===== config.mk =====
export PLATFORM = sky130hd
export DESIGN_NAME = adaptive_channel_quality_router
export DESIGN_NICKNAME = d
export VERILOG_FILES = /design/src/acqr_pkg.sv /design/src/acqr_sequencer.sv /design/src/adaptive_channel_quality_router.sv
export SDC_FILE = /design/constraint.sdc
export NUM_CORES = 1
export LEC_CHECK = 0
export CAP_MARGIN = 0
export CORE_MARGIN = 2
export CORE_UTILIZATION = 58
export DETAILED_ROUTE_END_ITERATION = 10
export DONT_BUFFER_PORTS = 1
export PLACE_DENSITY = 0.76
export SYNTH_ARGS = -nofsm -noshare
export SYNTH_HDL_FRONTEND = slang
export SYNTH_SLANG_ARGS = --single-unit

===== constraint.sdc =====
create_clock -name clk -period 6.3 [get_ports clk]
set_clock_uncertainty 0.15 [all_clocks]
set_input_delay 1.89 -clock clk [delete_from_list [all_inputs] [get_ports clk]]
set_output_delay 1.89 -clock clk [all_outputs]
set_load 0.005 [all_outputs]

===== src/acqr_pkg.sv =====
// ----------------------------------------------------------------------------
// acqr_pkg - shared definitions for the channel quality router
// Widths, register reset values, microcode word layout and the control
// program that the sequencer steps through.
// ----------------------------------------------------------------------------
package acqr_pkg;

  // Sizing
  localparam int CHANNEL_COUNT = 4;
  localparam int COUNT_WIDTH   = 32;
  localparam int FRACTION_BITS = 16;
  localparam int REG_COUNT     = 4;

  localparam int CH_W    = $clog2(CHANNEL_COUNT);
  localparam int THR_W   = 16;
  localparam int QUAL_W  = FRACTION_BITS + 1;
  localparam int CNT_W   = $clog2(FRACTION_BITS + 1);
  localparam int REG_W   = $clog2(REG_COUNT);
  localparam int ADDR_W  = REG_W + 2;
  localparam int APB_W   = 32;

  // Result beat layout
  localparam int CHAN_FIELD_W  = 2;
  localparam int TOTAL_FIELD_W = 32;
  localparam int OUT_W   = CHAN_FIELD_W + 1 + QUAL_W + 4 * TOTAL_FIELD_W;
  localparam int OUT_TDATA_W = ((OUT_W + 7) / 8) * 8;
  localparam int IN_TDATA_W  = 16;

  localparam logic [QUAL_W-1:0] QUALITY_ONE = {1'b1, {FRACTION_BITS{1'b0}}};
  localparam logic [THR_W-1:0] THR_RESET [REG_COUNT] = '{
    16'd1311, 16'd9830, 16'd39322, 16'd62259
  };

  // Microcode
  localparam int STEP_W = 3;
  localparam int OP_W   = 3;
  localparam int COND_W = 2;

  localparam logic [STEP_W-1:0] STEP_ACCEPT = 3'd0;
  localparam logic [STEP_W-1:0] STEP_SCAN   = 3'd1;
  localparam logic [STEP_W-1:0] STEP_UPDATE = 3'd2;
  localparam logic [STEP_W-1:0] STEP_DIV    = 3'd3;
  localparam logic [STEP_W-1:0] STEP_RETIRE = 3'd4;

  localparam logic [OP_W-1:0] OP_NONE   = 3'd0;
  localparam logic [OP_W-1:0] OP_ACCEPT = 3'd1;
  localparam logic [OP_W-1:0] OP_SCAN   = 3'd2;
  localparam logic [OP_W-1:0] OP_UPDATE = 3'd3;
  localparam logic [OP_W-1:0] OP_DIV    = 3'd4;
  localparam logic [OP_W-1:0] OP_RETIRE = 3'd5;

  // NEXT: fall through; WAIT_IN: hold at target until a beat arrives;
  // LOOP: jump to target while the loop counter is non-zero;
  // RETIRE: hold while the output is occupied, then jump to target.
  localparam logic [COND_W-1:0] COND_NEXT    = 2'd0;
  localparam logic [COND_W-1:0] COND_WAIT_IN = 2'd1;
  localparam logic [COND_W-1:0] COND_LOOP    = 2'd2;
  localparam logic [COND_W-1:0] COND_RETIRE  = 2'd3;

  typedef struct packed {
    logic [OP_W-1:0]   op;
    logic [COND_W-1:0] cond;
    logic [STEP_W-1:0] target;
  } acqr_ctrl_t;

  typedef struct packed {
    logic in_valid;
    logic loop_more;
    logic out_busy;
  } acqr_status_t;

  // Control program
  function automatic acqr_ctrl_t ucode(input logic [STEP_W-1:0] step);
    acqr_ctrl_t w;
    case (step)
      STEP_ACCEPT: w = '{op: OP_ACCEPT, cond: COND_WAIT_IN, target: STEP_ACCEPT};
      STEP_SCAN:   w = '{op: OP_SCAN,   cond: COND_LOOP,    target: STEP_SCAN};
      STEP_UPDATE: w = '{op: OP_UPDATE, cond: COND_NEXT,    target: STEP_UPDATE};
      STEP_DIV:    w = '{op: OP_DIV,    cond: COND_LOOP,    target: STEP_DIV};
      STEP_RETIRE: w = '{op: OP_RETIRE, cond: COND_RETIRE,  target: STEP_ACCEPT};
      default:     w = '{op: OP_NONE,   cond: COND_RETIRE,  target: STEP_ACCEPT};
    endcase
    return w;
  endfunction

  function automatic logic [COUNT_WIDTH-1:0] sat_inc(input logic [COUNT_WIDTH-1:0] v);
    return (&v) ? v : v + COUNT_WIDTH'(1);
  endfunction

endpackage


===== src/acqr_sequencer.sv =====
// ----------------------------------------------------------------------------
// acqr_sequencer - microcode step counter
// Holds the step counter, reads the control word from the program table
// and resolves the conditional jumps from datapath status.
// ----------------------------------------------------------------------------
module acqr_sequencer
  import acqr_pkg::*;
(
  input  logic         clk,
  input  logic         rst,
  input  acqr_status_t status,
  output acqr_ctrl_t   ctrl
);

  logic [STEP_W-1:0] step;
  logic [STEP_W-1:0] step_next;

  assign ctrl = ucode(step);

  // Jump resolution
  always_comb begin
    case (ctrl.cond)
      COND_NEXT:    step_next = step + STEP_W'(1);
      COND_WAIT_IN: step_next = status.in_valid ? step + STEP_W'(1) : ctrl.target;
      COND_LOOP:    step_next = status.loop_more ? ctrl.target : step + STEP_W'(1);
      COND_RETIRE:  step_next = status.out_busy ? step : ctrl.target;
      default:      step_next = STEP_ACCEPT;
    endcase
  end

  always_ff @(posedge clk) begin
    if (rst) begin
      step <= STEP_ACCEPT;
    end else begin
      step <= step_next;
    end
  end

endmodule


===== src/adaptive_channel_quality_router.sv =====
// ----------------------------------------------------------------------------
// adaptive_channel_quality_router - quality driven packet channel picker
// Routes each packet to the best (high priority) or worst (low priority)
// channel, decides the drop, updates counters and recomputes quality.
// ----------------------------------------------------------------------------
// Usage:
//   Input beats arrive on s_tvalid/s_tready: s_tdata carries the random
//   draw, s_tuser the low priority flag. Each input beat gives exactly one
//   result beat on m_tvalid/m_tready with the chosen channel, the drop
//   flag, the channel's new quality and the four priority totals.
//   Thresholds are written through the APB port (one per channel, 16 bits
//   at byte address 4*i); write them only while the block is idle.
//   Steps: 1 accept step, one scan step per channel (4), 1 update step and
//   17 divider steps (one quotient bit each), then 1 retire step. A new
//   packet is taken only after the retire step of the last one; the
//   shift-subtract divider takes most of the steps.
//   A result beat sits in the output register; the next packet is taken
//   and worked on while it waits. Only a second result stalls, at its
//   retire step, until the first is taken.
//   Reset (synchronous) clears the channel counters and priority totals,
//   sets every quality to one and loads the threshold reset values.
// ----------------------------------------------------------------------------
module adaptive_channel_quality_router
  import acqr_pkg::*;
(
  input  logic                   clk,
  input  logic                   rst,
  // input stream
  input  logic                   s_tvalid,
  output logic                   s_tready,
  input  logic [IN_TDATA_W-1:0]  s_tdata,   // [15:0] random_draw
  input  logic                   s_tuser,   // [0] low_priority
  // result stream
  output logic                   m_tvalid,
  input  logic                   m_tready,
  // [1:0] chosen_channel, [2] was_dropped, [19:3] channel_quality,
  // [51:20] high_delivered_total, [83:52] high_lost_total,
  // [115:84] low_delivered_total, [147:116] low_lost_total, rest zero
  output logic [OUT_TDATA_W-1:0] m_tdata,
  // configuration
  input  logic                   psel,
  input  logic                   penable,
  input  logic                   pwrite,
  input  logic [ADDR_W-1:0]      paddr,
  input  logic [APB_W-1:0]       pwdata,
  output logic [APB_W-1:0]       prdata,
  output logic                   pready
);

  acqr_ctrl_t   ctrl;
  acqr_status_t status;

  logic [THR_W-1:0]       thr [REG_COUNT];
  logic [COUNT_WIDTH-1:0] sent [CHANNEL_COUNT];
  logic [COUNT_WIDTH-1:0] lost [CHANNEL_COUNT];
  logic [QUAL_W-1:0]      quality [CHANNEL_COUNT];
  logic [COUNT_WIDTH-1:0] high_delivered, high_lost, low_delivered, low_lost;

  logic                   pkt_low;
  logic [THR_W-1:0]       pkt_draw;
  logic [CH_W-1:0]        idx;
  logic [CH_W-1:0]        best;
  logic [QUAL_W-1:0]      best_q;
  logic [CNT_W-1:0]       cnt;
  logic                   dropped;
  logic [COUNT_WIDTH:0]   rem;
  logic [COUNT_WIDTH-1:0] divisor;
  logic [QUAL_W-1:0]      quot;

  logic                   in_fire;
  logic                   cfg_we;
  logic [REG_W-1:0]       cfg_idx;
  logic [QUAL_W-1:0]      scan_q;
  logic                   take;
  logic [THR_W-1:0]       best_thr;
  logic                   drop_now;
  logic [COUNT_WIDTH-1:0] sent_new, lost_new;
  logic                   div_ge;
  logic [COUNT_WIDTH-1:0] div_diff;
  logic [QUAL_W-1:0]      q_new;
  logic                   out_busy;

  acqr_sequencer u_seq (
    .clk    (clk),
    .rst    (rst),
    .status (status),
    .ctrl   (ctrl)
  );

  assign out_busy         = m_tvalid && !m_tready;
  assign status.in_valid  = s_tvalid;
  assign status.loop_more = (cnt != '0);
  assign status.out_busy  = out_busy;

  assign s_tready = (ctrl.op == OP_ACCEPT);
  assign in_fire  = s_tvalid && s_tready;

  // APB register file
  assign pready  = 1'b1;
  assign cfg_idx = paddr[ADDR_W-1:2];
  assign cfg_we  = psel && penable && pwrite && pready;
  assign prdata  = APB_W'(thr[cfg_idx]);

  always_ff @(posedge clk) begin
    if (rst) begin
      for (int i = 0; i < REG_COUNT; i++) thr[i] <= THR_RESET[i];
    end else if (cfg_we) begin
      for (int i = 0; i < REG_COUNT; i++) begin
        if (cfg_idx == REG_W'(i) && i < CHANNEL_COUNT) thr[i] <= pwdata[THR_W-1:0];
      end
    end
  end

  // Scan compare: first channel always taken, ties keep the lower index
  assign scan_q = quality[idx];
  assign take   = (idx == '0) || (pkt_low ? (scan_q < best_q) : (scan_q > best_q));

  // Threshold of the chosen channel; channels without a register never drop
  always_comb begin
    best_thr = '0;
    for (int i = 0; i < REG_COUNT; i++) begin
      if (i < CHANNEL_COUNT && best == CH_W'(i)) best_thr = thr[i];
    end
  end

  assign drop_now = pkt_draw < best_thr;
  assign sent_new = sat_inc(sent[best]);
  assign lost_new = drop_now ? sat_inc(lost[best]) : lost[best];

  // Divider step: compare, subtract, shift in the quotient bit
  assign div_ge   = rem >= {1'b0, divisor};
  assign div_diff = div_ge ? COUNT_WIDTH'(rem - {1'b0, divisor}) : rem[COUNT_WIDTH-1:0];
  assign q_new    = QUALITY_ONE - quot;

  // Packet, scan and divider registers
  always_ff @(posedge clk) begin
    case (ctrl.op)
      OP_ACCEPT: begin
        if (in_fire) begin
          pkt_low  <= s_tuser;
          pkt_draw <= s_tdata[THR_W-1:0];
          idx      <= '0;
          cnt      <= CNT_W'(CHANNEL_COUNT - 1);
        end
      end
      OP_SCAN: begin
        if (take) begin
          best   <= idx;
          best_q <= scan_q;
        end
        idx <= idx + CH_W'(1);
        if (cnt != '0) cnt <= cnt - CNT_W'(1);
      end
      OP_UPDATE: begin
        dropped <= drop_now;
        rem     <= {1'b0, lost_new};
        divisor <= sent_new;
        quot    <= '0;
        cnt     <= CNT_W'(FRACTION_BITS);
      end
      OP_DIV: begin
        quot <= {quot[QUAL_W-2:0], div_ge};
        rem  <= {div_diff, 1'b0};
        if (cnt != '0) cnt <= cnt - CNT_W'(1);
      end
      default: begin
      end
    endcase
  end

  // Channel state and priority totals
  always_ff @(posedge clk) begin
    if (rst) begin
      for (int i = 0; i < CHANNEL_COUNT; i++) begin
        sent[i]    <= '0;
        lost[i]    <= '0;
        quality[i] <= QUALITY_ONE;
      end
      high_delivered <= '0;
      high_lost      <= '0;
      low_delivered  <= '0;
      low_lost       <= '0;
    end else begin
      if (ctrl.op == OP_UPDATE) begin
        sent[best] <= sent_new;
        lost[best] <= lost_new;
        if (drop_now) begin
          if (pkt_low) low_lost <= sat_inc(low_lost);
          else         high_lost <= sat_inc(high_lost);
        end else begin
          if (pkt_low) low_delivered <= sat_inc(low_delivered);
          else         high_delivered <= sat_inc(high_delivered);
        end
      end
      if (ctrl.op == OP_RETIRE && !out_busy) quality[best] <= q_new;
    end
  end

  // Output register
  always_ff @(posedge clk) begin
    if (rst) begin
      m_tvalid <= 1'b0;
    end else if (ctrl.op == OP_RETIRE && !out_busy) begin
      m_tvalid <= 1'b1;
    end else if (m_tready) begin
      m_tvalid <= 1'b0;
    end
  end

  always_ff @(posedge clk) begin
    if (ctrl.op == OP_RETIRE && !out_busy) begin
      m_tdata <= OUT_TDATA_W'({
        TOTAL_FIELD_W'(low_lost),
        TOTAL_FIELD_W'(low_delivered),
        TOTAL_FIELD_W'(high_lost),
        TOTAL_FIELD_W'(high_delivered),
        q_new,
        dropped,
        CHAN_FIELD_W'(best)
      });
    end
  end

endmodule

; ---- Word-level counts from Yosys, hierarchy flattened
; Memories as Yosys holds them, arrays and structs flattened. A register that Yosys moved wholly into a read port is not among the register bits.
; Cells that the tools add are included.
[totals]
ff_bits = 406
ramBits = 388
in_bits = 60
out_inout_bits = 187
word_cells = 166
memories = 4
[op_classes]
add_sub_neg = 11
order_cmp = 4
eq_ne = 21
mux = 63
bitwise = 10
reduce_logical = 36
[memory_table]
columns = name, depth, width, rd, rd_ports_with_merged_regs, wr, line
row1 = lost, 4, 32, 1, 1, 4, adaptive_channel_quality_router.sv:55  ; logic [COUNT_WIDTH-1:0] lost [CHANNEL_COUNT];
row2 = sent, 4, 32, 1, 1, 4, adaptive_channel_quality_router.sv:54  ; logic [COUNT_WIDTH-1:0] sent [CHANNEL_COUNT];
row3 = quality, 4, 17, 1, 1, 4, adaptive_channel_quality_router.sv:56  ; logic [QUAL_W-1:0] quality [CHANNEL_COUNT];
row4 = thr, 4, 16, 5, 0, 4, adaptive_channel_quality_router.sv:53  ; logic [THR_W-1:0] thr [REG_COUNT];
[op_table]
columns = cell, n
row1 = $add 32x1->32 const B, 6
row2 = $mux 32, 6
row3 = $reduce_and 32->1, 6
row4 = $mux 16, 8
row5 = $pmux 33 s2, 1
row6 = $reduce_or 32->1, 2
row7 = $pmux 8 s5, 1
row8 = $pmux 17 s2, 1
row9 = $ge 33x32->1, 1
row10 = $sub 32x32->32, 1
row11 = $mux 1, 30
row12 = $gt 17x17->1, 1
row13 = $lt 17x17->1, 1
row14 = $mux 17, 1
row15 = $reduce_or 17->1, 1
row16 = $sub 17x17->17 const A, 1
row17 = $lt 16x16->1, 1
row18 = $reduce_and 4->1, 4
row19 = $pmux 5 s3, 1
row20 = $mux 2, 7
row21 = $eq 2x2->1 const B, 6
row22 = $eq 3x2->1 const B, 4
row23 = $pmux 3 s4, 1
row24 = $mux 5, 2
row25 = other kinds (23), 51

; ---- Depth between registers and ports, before layout
[depth]
depth_word = 9
depth_mapped = 17
ltp_nobuf = 13

; ---- Modules after synthesis
; Synthesis repeated with hierarchy kept, for this count alone.
[unflattened]
cells_unflattened = 2877
area_unflattened_um2 = 36695.2
[by_module_without_submodules]
columns = mod, instances, cells_per_inst, area_each_um2, seq_area_each_um2
row1 = adaptive_channel_quality_router, 1, 2824, 36264.8, 22541.6
row2 = acqr_sequencer, 1, 53, 430.4, 60.1

; ---- Least setup slack after synthesis
; OpenSTA, ideal clock, no wires.
[synth_path]
path_kind = input port to flip-flop
startpoint = input m_tready
endpoint = memory quality[0][16] (netlist bit), data pin
setup_time_ns = 0.264
arrival_ns = 6.076
required_ns = 5.886
setup_slack_ns = -0.190
cell_stages = 6
n_path_buf = 0
cell_sequence = nand2b_1 -> nand2b_1 -> inv_1 -> nand2_1 -> nor2_1 -> nand2_1
[synth_lines]
columns = item, line
row1 = start: declaration, adaptive_channel_quality_router.sv:35  ; input logic m_tready,
row2 = end: declaration, adaptive_channel_quality_router.sv:56

; ---- Worst setup path after layout
[layout_path]
startpoint = register best[0]
endpoint = register low_delivered[27]
[layout_between]
elab_chain_len = 8
word_cells_on_any_way = 11
classes_between = order compare: 1 / eq/ne: 3 / mux: 4 / bitwise: 1 / reduce/logical: 2
[layout_rtl]
columns = item, line
row1 = start: declaration, adaptive_channel_quality_router.sv:62  ; logic [CH_W-1:0] best;
row2 = start signal: assignment, adaptive_channel_quality_router.sv:148  ; best <= idx;
row3 = $logic_not 2->1, adaptive_channel_quality_router.sv:122  ; if (i < CHANNEL_COUNT && best == CH_W'(i)) best_thr = thr[i];
row4 = $mux 16 (3 in a row), adaptive_channel_quality_router.sv:122
row5 = $mux 16 *, adaptive_channel_quality_router.sv:122
row6 = $lt 16x16->1 *, adaptive_channel_quality_router.sv:126  ; assign drop_now = pkt_draw < best_thr;
row7 = $not 1->1 (no source line) *, n/a
row8 = $reduce_and 4->1 (no source line) *, n/a
row9 = end signal: assignment, adaptive_channel_quality_router.sv:191  ; if (pkt_low) low_delivered <= sat_inc(low_delivered);
row10 = end: declaration, adaptive_channel_quality_router.sv:57  ; logic [COUNT_WIDTH-1:0] high_delivered, high_lost, low_delivered, low_lost;
; Every way passes the cells marked *; elsewhere a longest branch is shown, timed or not.
; A chain may end at the register's enable or synchronous reset.

==> results <==
- The number of setup violations in the final report is 0.
- By area, the combinational part of the netlist is dominated by simple AND/OR/NAND/NOR gates.
- The top cell types in the final layout, fill and taps aside, are 662 x sky130_fd_sc_hd__edfxtp_1, 486 x sky130_fd_sc_hd__nor2_1, 149 x sky130_fd_sc_hd__inv_1, 149 x sky130_fd_sc_hd__nand2_1, 134 x sky130_fd_sc_hd__dfxtp_1.
- The synthesized design contains around 800 register bits.
- The wire length of the first global-routing pass is approximately 120,000 um.
- The total of buffers placed on input and output ports is 0.
- The CTS sink count is 798.
- The most common cell after layout, fill and taps aside is sky130_fd_sc_hd__edfxtp_1.
- In the global route stage, overall resource usage came out at 0.238.
- The flow ran to the end, and the final reports show no timing, DRC or antenna violations.
- The synthesis-to-finish area growth is 9.64%.
- The critical path capture point type is a flip-flop.
- The clock latency on the worst-skew pair is approximately 0.61 ns.
- The share of the core filled with cells is 0.643.
- The die height is 254 um.
- The level count of the clock H-tree is 3.
- Derived from the worst setup path, the maximum achievable clock frequency is approximately 0.19 GHz.
- Prior to clock tree synthesis, the placed netlist has a worst setup slack of 1.09 ns.
- The mean cell area of the mapped netlist is roughly 13 sq um.
- The floorplan step defined a die boundary enclosing approximately 64,000 sq um.
- The category of the critical setup timing path is reg -> reg.
- The number of synthesized flops with an enable pin is 662.
- The total clock buffers created by CTS is 82.
- The worst hold margin is approximately 0.27 ns.
- The count of different cell masters after synthesis is 88.
- The area fraction in compound gates after synthesis is 0.0448.
- The critical path goes through buf_4 > mux4_2 > inv_1 > ha_1 > nand2_1 > nor4_1 > o311ai_1 > and4_1 > nor3_2 > nand4_1 > nor3_2 > nand4_1 > xor2_1 > nor2_1.
- The sum of negative setup slack is 0 ns.
- The initial utilization of the core area, before any placement, comes to 0.587.
- The number of placed instances, taps included is roughly 3,600.
- The portion of the clock cycle consumed by the worst path in the final layout is 0.836.
- VDD sags by at most between 0.2 and 0.25 mV.
- The placeable core region is approximately 60,000 sq um.
- The startpoint type of the worst setup path is a flip-flop.
- Detailed placement finished with a half-perimeter wire length of ~48,000 um.
- The headroom to the max-slew limit is 0.180.
- The clock transition at the registers of the reported paths is ~0.060 ns.
- After clock tree synthesis, the repair step resized 0 gates.
- The total standard cell area after synthesis is 36,200 sq um.
- The number of DRC violations after detailed-routing iteration 0 is approximately 1,900.
- The standard cell with the maximum stage delay on the critical path is sky130_fd_sc_hd__edfxtp_1.
- TritonCTS built the clock tree.
- For this run the aggregate overflow at the end of global routing stands at 0.
- The most common flop cell mapped by yosys is sky130_fd_sc_hd__edfxtp_1.
- The post-synthesis share of cell area spent on and, or, nand and nor gates is 0.144.
- The via count is around 22,000.
- The die extent in x is 254 um.
- The number of standard-cell rows in the floorplan is between 90 and 100.
- The finished layout holds roughly 3,700 standard cells, fillers aside.
- Setup repair after global routing left no endpoint under its margin.
- For this design the ratio of total power to cell area is 394 nW/um^2.
- The number of antenna violations at the first check in global routing is 2.
- Yosys printed 0 warnings.
- The number of global-route vias before repair is about 22,000.
- The leakage power is ~14 nW.
- The post-detailed-route via-to-cell ratio is 5.94.
- After the last flow step, the layout net total stands at 2,972.
- The number of optimization iterations in the first detailed-route pass is 7.
- The gate count of the mapped netlist is 2,840.
- The number of buffers between clock root and the deepest sink is 3.
- The maximum number of pins on one net before global-route repair is about 150.
- Max-cap violations in this run came to 0.
- The path class of the tightest hold or removal check is reg -> reg.
- Data on the critical path is required at its endpoint by 6.69 ns.
- Of the total synthesized cell area, the portion taken by full adders, half adders and majority gates is 0.0282.
- The share of the Yosys chip area taken by registers is 0.624.
- After synthesis, the share of flip-flops with an asynchronous set or reset is 0.
- The largest single stage delay on the critical path is roughly 0.65 ns.
- The worst path in the final design needs a cycle of ~5.3 ns, including I/O delays and setup.
- The final max-slew violation count is 0.
- Once the clock tree was built, the setup fixing pass inserted 0 buffers.
- The count of nets left with antenna violations once routing finished came out at 0.
- 247 I/O pins were placed.
- The share of the synthesized netlist area taken by xor and xnor gates is 0.0490.
- At the pin with the least slew margin, the transition time is 1.23 ns.
- The remaining routing DRC violations is 0.
- The cell sitting at the root of the clock tree is a sky130_fd_sc_hd__clkbuf_16.
- After clock tree synthesis, the flow added hold-fix buffers numbering 0.
- Of all nets on the critical path, the largest fanout is 17.
- Of the cells placed in the final design, the portion with a size suffix greater than 1 is 0.109.
- The congestion estimate from routability-driven global placement came to around 0.87.
- Setup slack closes at slightly above 1 ns.
- Measured against the total synthesized area, the mux share comes to 0.0750.
- For the worst setup path, the data arrival time is 5.65 ns.
- Dividing the detail-routed wire length by the instance count gives between 20 and 25 um.
- The number of hold-slack violations in the final timing report is 0.
- For this block, the routed nets add up to 76,300 um of wire.
==> kinds of logic (layout without fill, tap and decap cells) <==
group                    count (synthesis)  in the layout
AND/OR/NAND/NOR                       1091           1091
flip-flops                             798            798
buffers and inverters                  284            323
AO/OA/AOI/OAI                          253            253
XOR/XNOR                               200            200
multiplexers                           131            131
adder cells (fa/ha/maj)                 81             81
other                                    2             22
==> worst paths after layout <==
check	start	endpoint	slack, ns	depth (start not counted)
max	best[0]	low_delivered[27]	1.03	14
min	dropped	m_tdata[2]	0.27	0
max reg2reg	best[0]	low_delivered[27]	1.03	14
min reg2reg	dropped	m_tdata[2]	0.27	0
==> metal layers <==
layer / up-vias / global-route usage / share of wire
met3: 134 / 0.0426 / 0.070
li1: 10259 / - / -
met4: 2 / 0.0822 / 0.028
met5: - / 0 / 0.00016
met1: 11002 / 0.308 / 0.40
met2: 800 / 0.406 / 0.50
==> cells in the mapped netlist (4+ instances only) <==
library cell,number,area share
sky130_fd_sc_hd__edfxtp_1,662,0.55
sky130_fd_sc_hd__nor3_1,46,0.0064
sky130_fd_sc_hd__o21a_1,10,0.0021
sky130_fd_sc_hd__or3_1,57,0.0098
sky130_fd_sc_hd__buf_2,15,0.0021
sky130_fd_sc_hd__and3_1,27,0.0047
sky130_fd_sc_hd__a31oi_1,9,0.0016
sky130_fd_sc_hd__nor2_1,487,0.050
sky130_fd_sc_hd__o211ai_1,5,0.0010
sky130_fd_sc_hd__and4_1,23,0.0056
sky130_fd_sc_hd__nand3_1,83,0.011
sky130_fd_sc_hd__buf_1,7,0.00073
sky130_fd_sc_hd__inv_1,150,0.016
sky130_fd_sc_hd__a211oi_1,6,0.0012
sky130_fd_sc_hd__ha_1,80,0.028
sky130_fd_sc_hd__and2_1,64,0.011
sky130_fd_sc_hd__a21o_1,16,0.0033
sky130_fd_sc_hd__mux2i_1,16,0.0044
sky130_fd_sc_hd__nor3_2,4,0.0011
sky130_fd_sc_hd__o21ai_0,69,0.0095
sky130_fd_sc_hd__xor2_1,115,0.028
sky130_fd_sc_hd__nand2b_1,24,0.0041
sky130_fd_sc_hd__buf_4,23,0.0048
sky130_fd_sc_hd__clkbuf_1,81,0.0084
sky130_fd_sc_hd__nand4_1,53,0.0092
sky130_fd_sc_hd__a21oi_1,79,0.011
sky130_fd_sc_hd__nor4_1,19,0.0033
sky130_fd_sc_hd__nor2b_1,17,0.0029
sky130_fd_sc_hd__xnor2_1,82,0.020
sky130_fd_sc_hd__buf_6,4,0.0012
sky130_fd_sc_hd__nand3b_1,4,0.00083
sky130_fd_sc_hd__dfxtp_1,136,0.075
sky130_fd_sc_hd__o31ai_1,7,0.0015
sky130_fd_sc_hd__nand2_1,157,0.016
sky130_fd_sc_hd__mux4_2,112,0.070
sky130_fd_sc_hd__o311a_1,14,0.0039
==> cell type report <==
type                    instances  area (sq um)
flip-flops and latches        798         22600
clock inverters                37           408
clock buffers                 114          2350
repair buffers                 21           195
well taps                     837          1050
multi-input cells            1777         12500
inverters                     151           571
fillers                      4417         22000
diodes                          1          2.50
==> flip-flops by register name, summed over array words and instances, names as in the netlist, 5 cells and up, named ones only <==
signal,count
rem,33
divisor,32
high_lost,32
lost,128
low_delivered,32
quality,68
sent,128
quot,17
thr,64
m_tdata,148
high_delivered,32
pkt_draw,16
low_lost,32
cnt,5
best_q,17
==> power by group <==
part           switching, mW  internal (mW)
Combinational           2.41           1.42
Clock                   1.96           2.94
Sequential             0.361           6.54
Total                   4.73           10.9
==> critical path, delay by kind of cell (launching register included) <==
kind,cells,cell delay (ns)
adder cells (fa/ha/maj),1,0.12
XOR/XNOR,1,0.16
AO/OA/AOI/OAI,1,0.30
multiplexers,1,0.56
AND/OR/NAND/NOR,8,2.82
buffers and inverters,2,0.44
flip-flops,1,0.65
==> through the flow <==
stage | area, sq um | power (mW)
2_1_floorplan | 36300 | 9.85
3_3_place_gp | 36900 | 10.6
3_5_place_dp | 36900 | 10.8
4_1_cts | 39700 | 15.7
5_1_grt | 39700 | 16.4
6_report | 39700 | 15.6
Note: power is estimated with default switching activity, not from simulation.
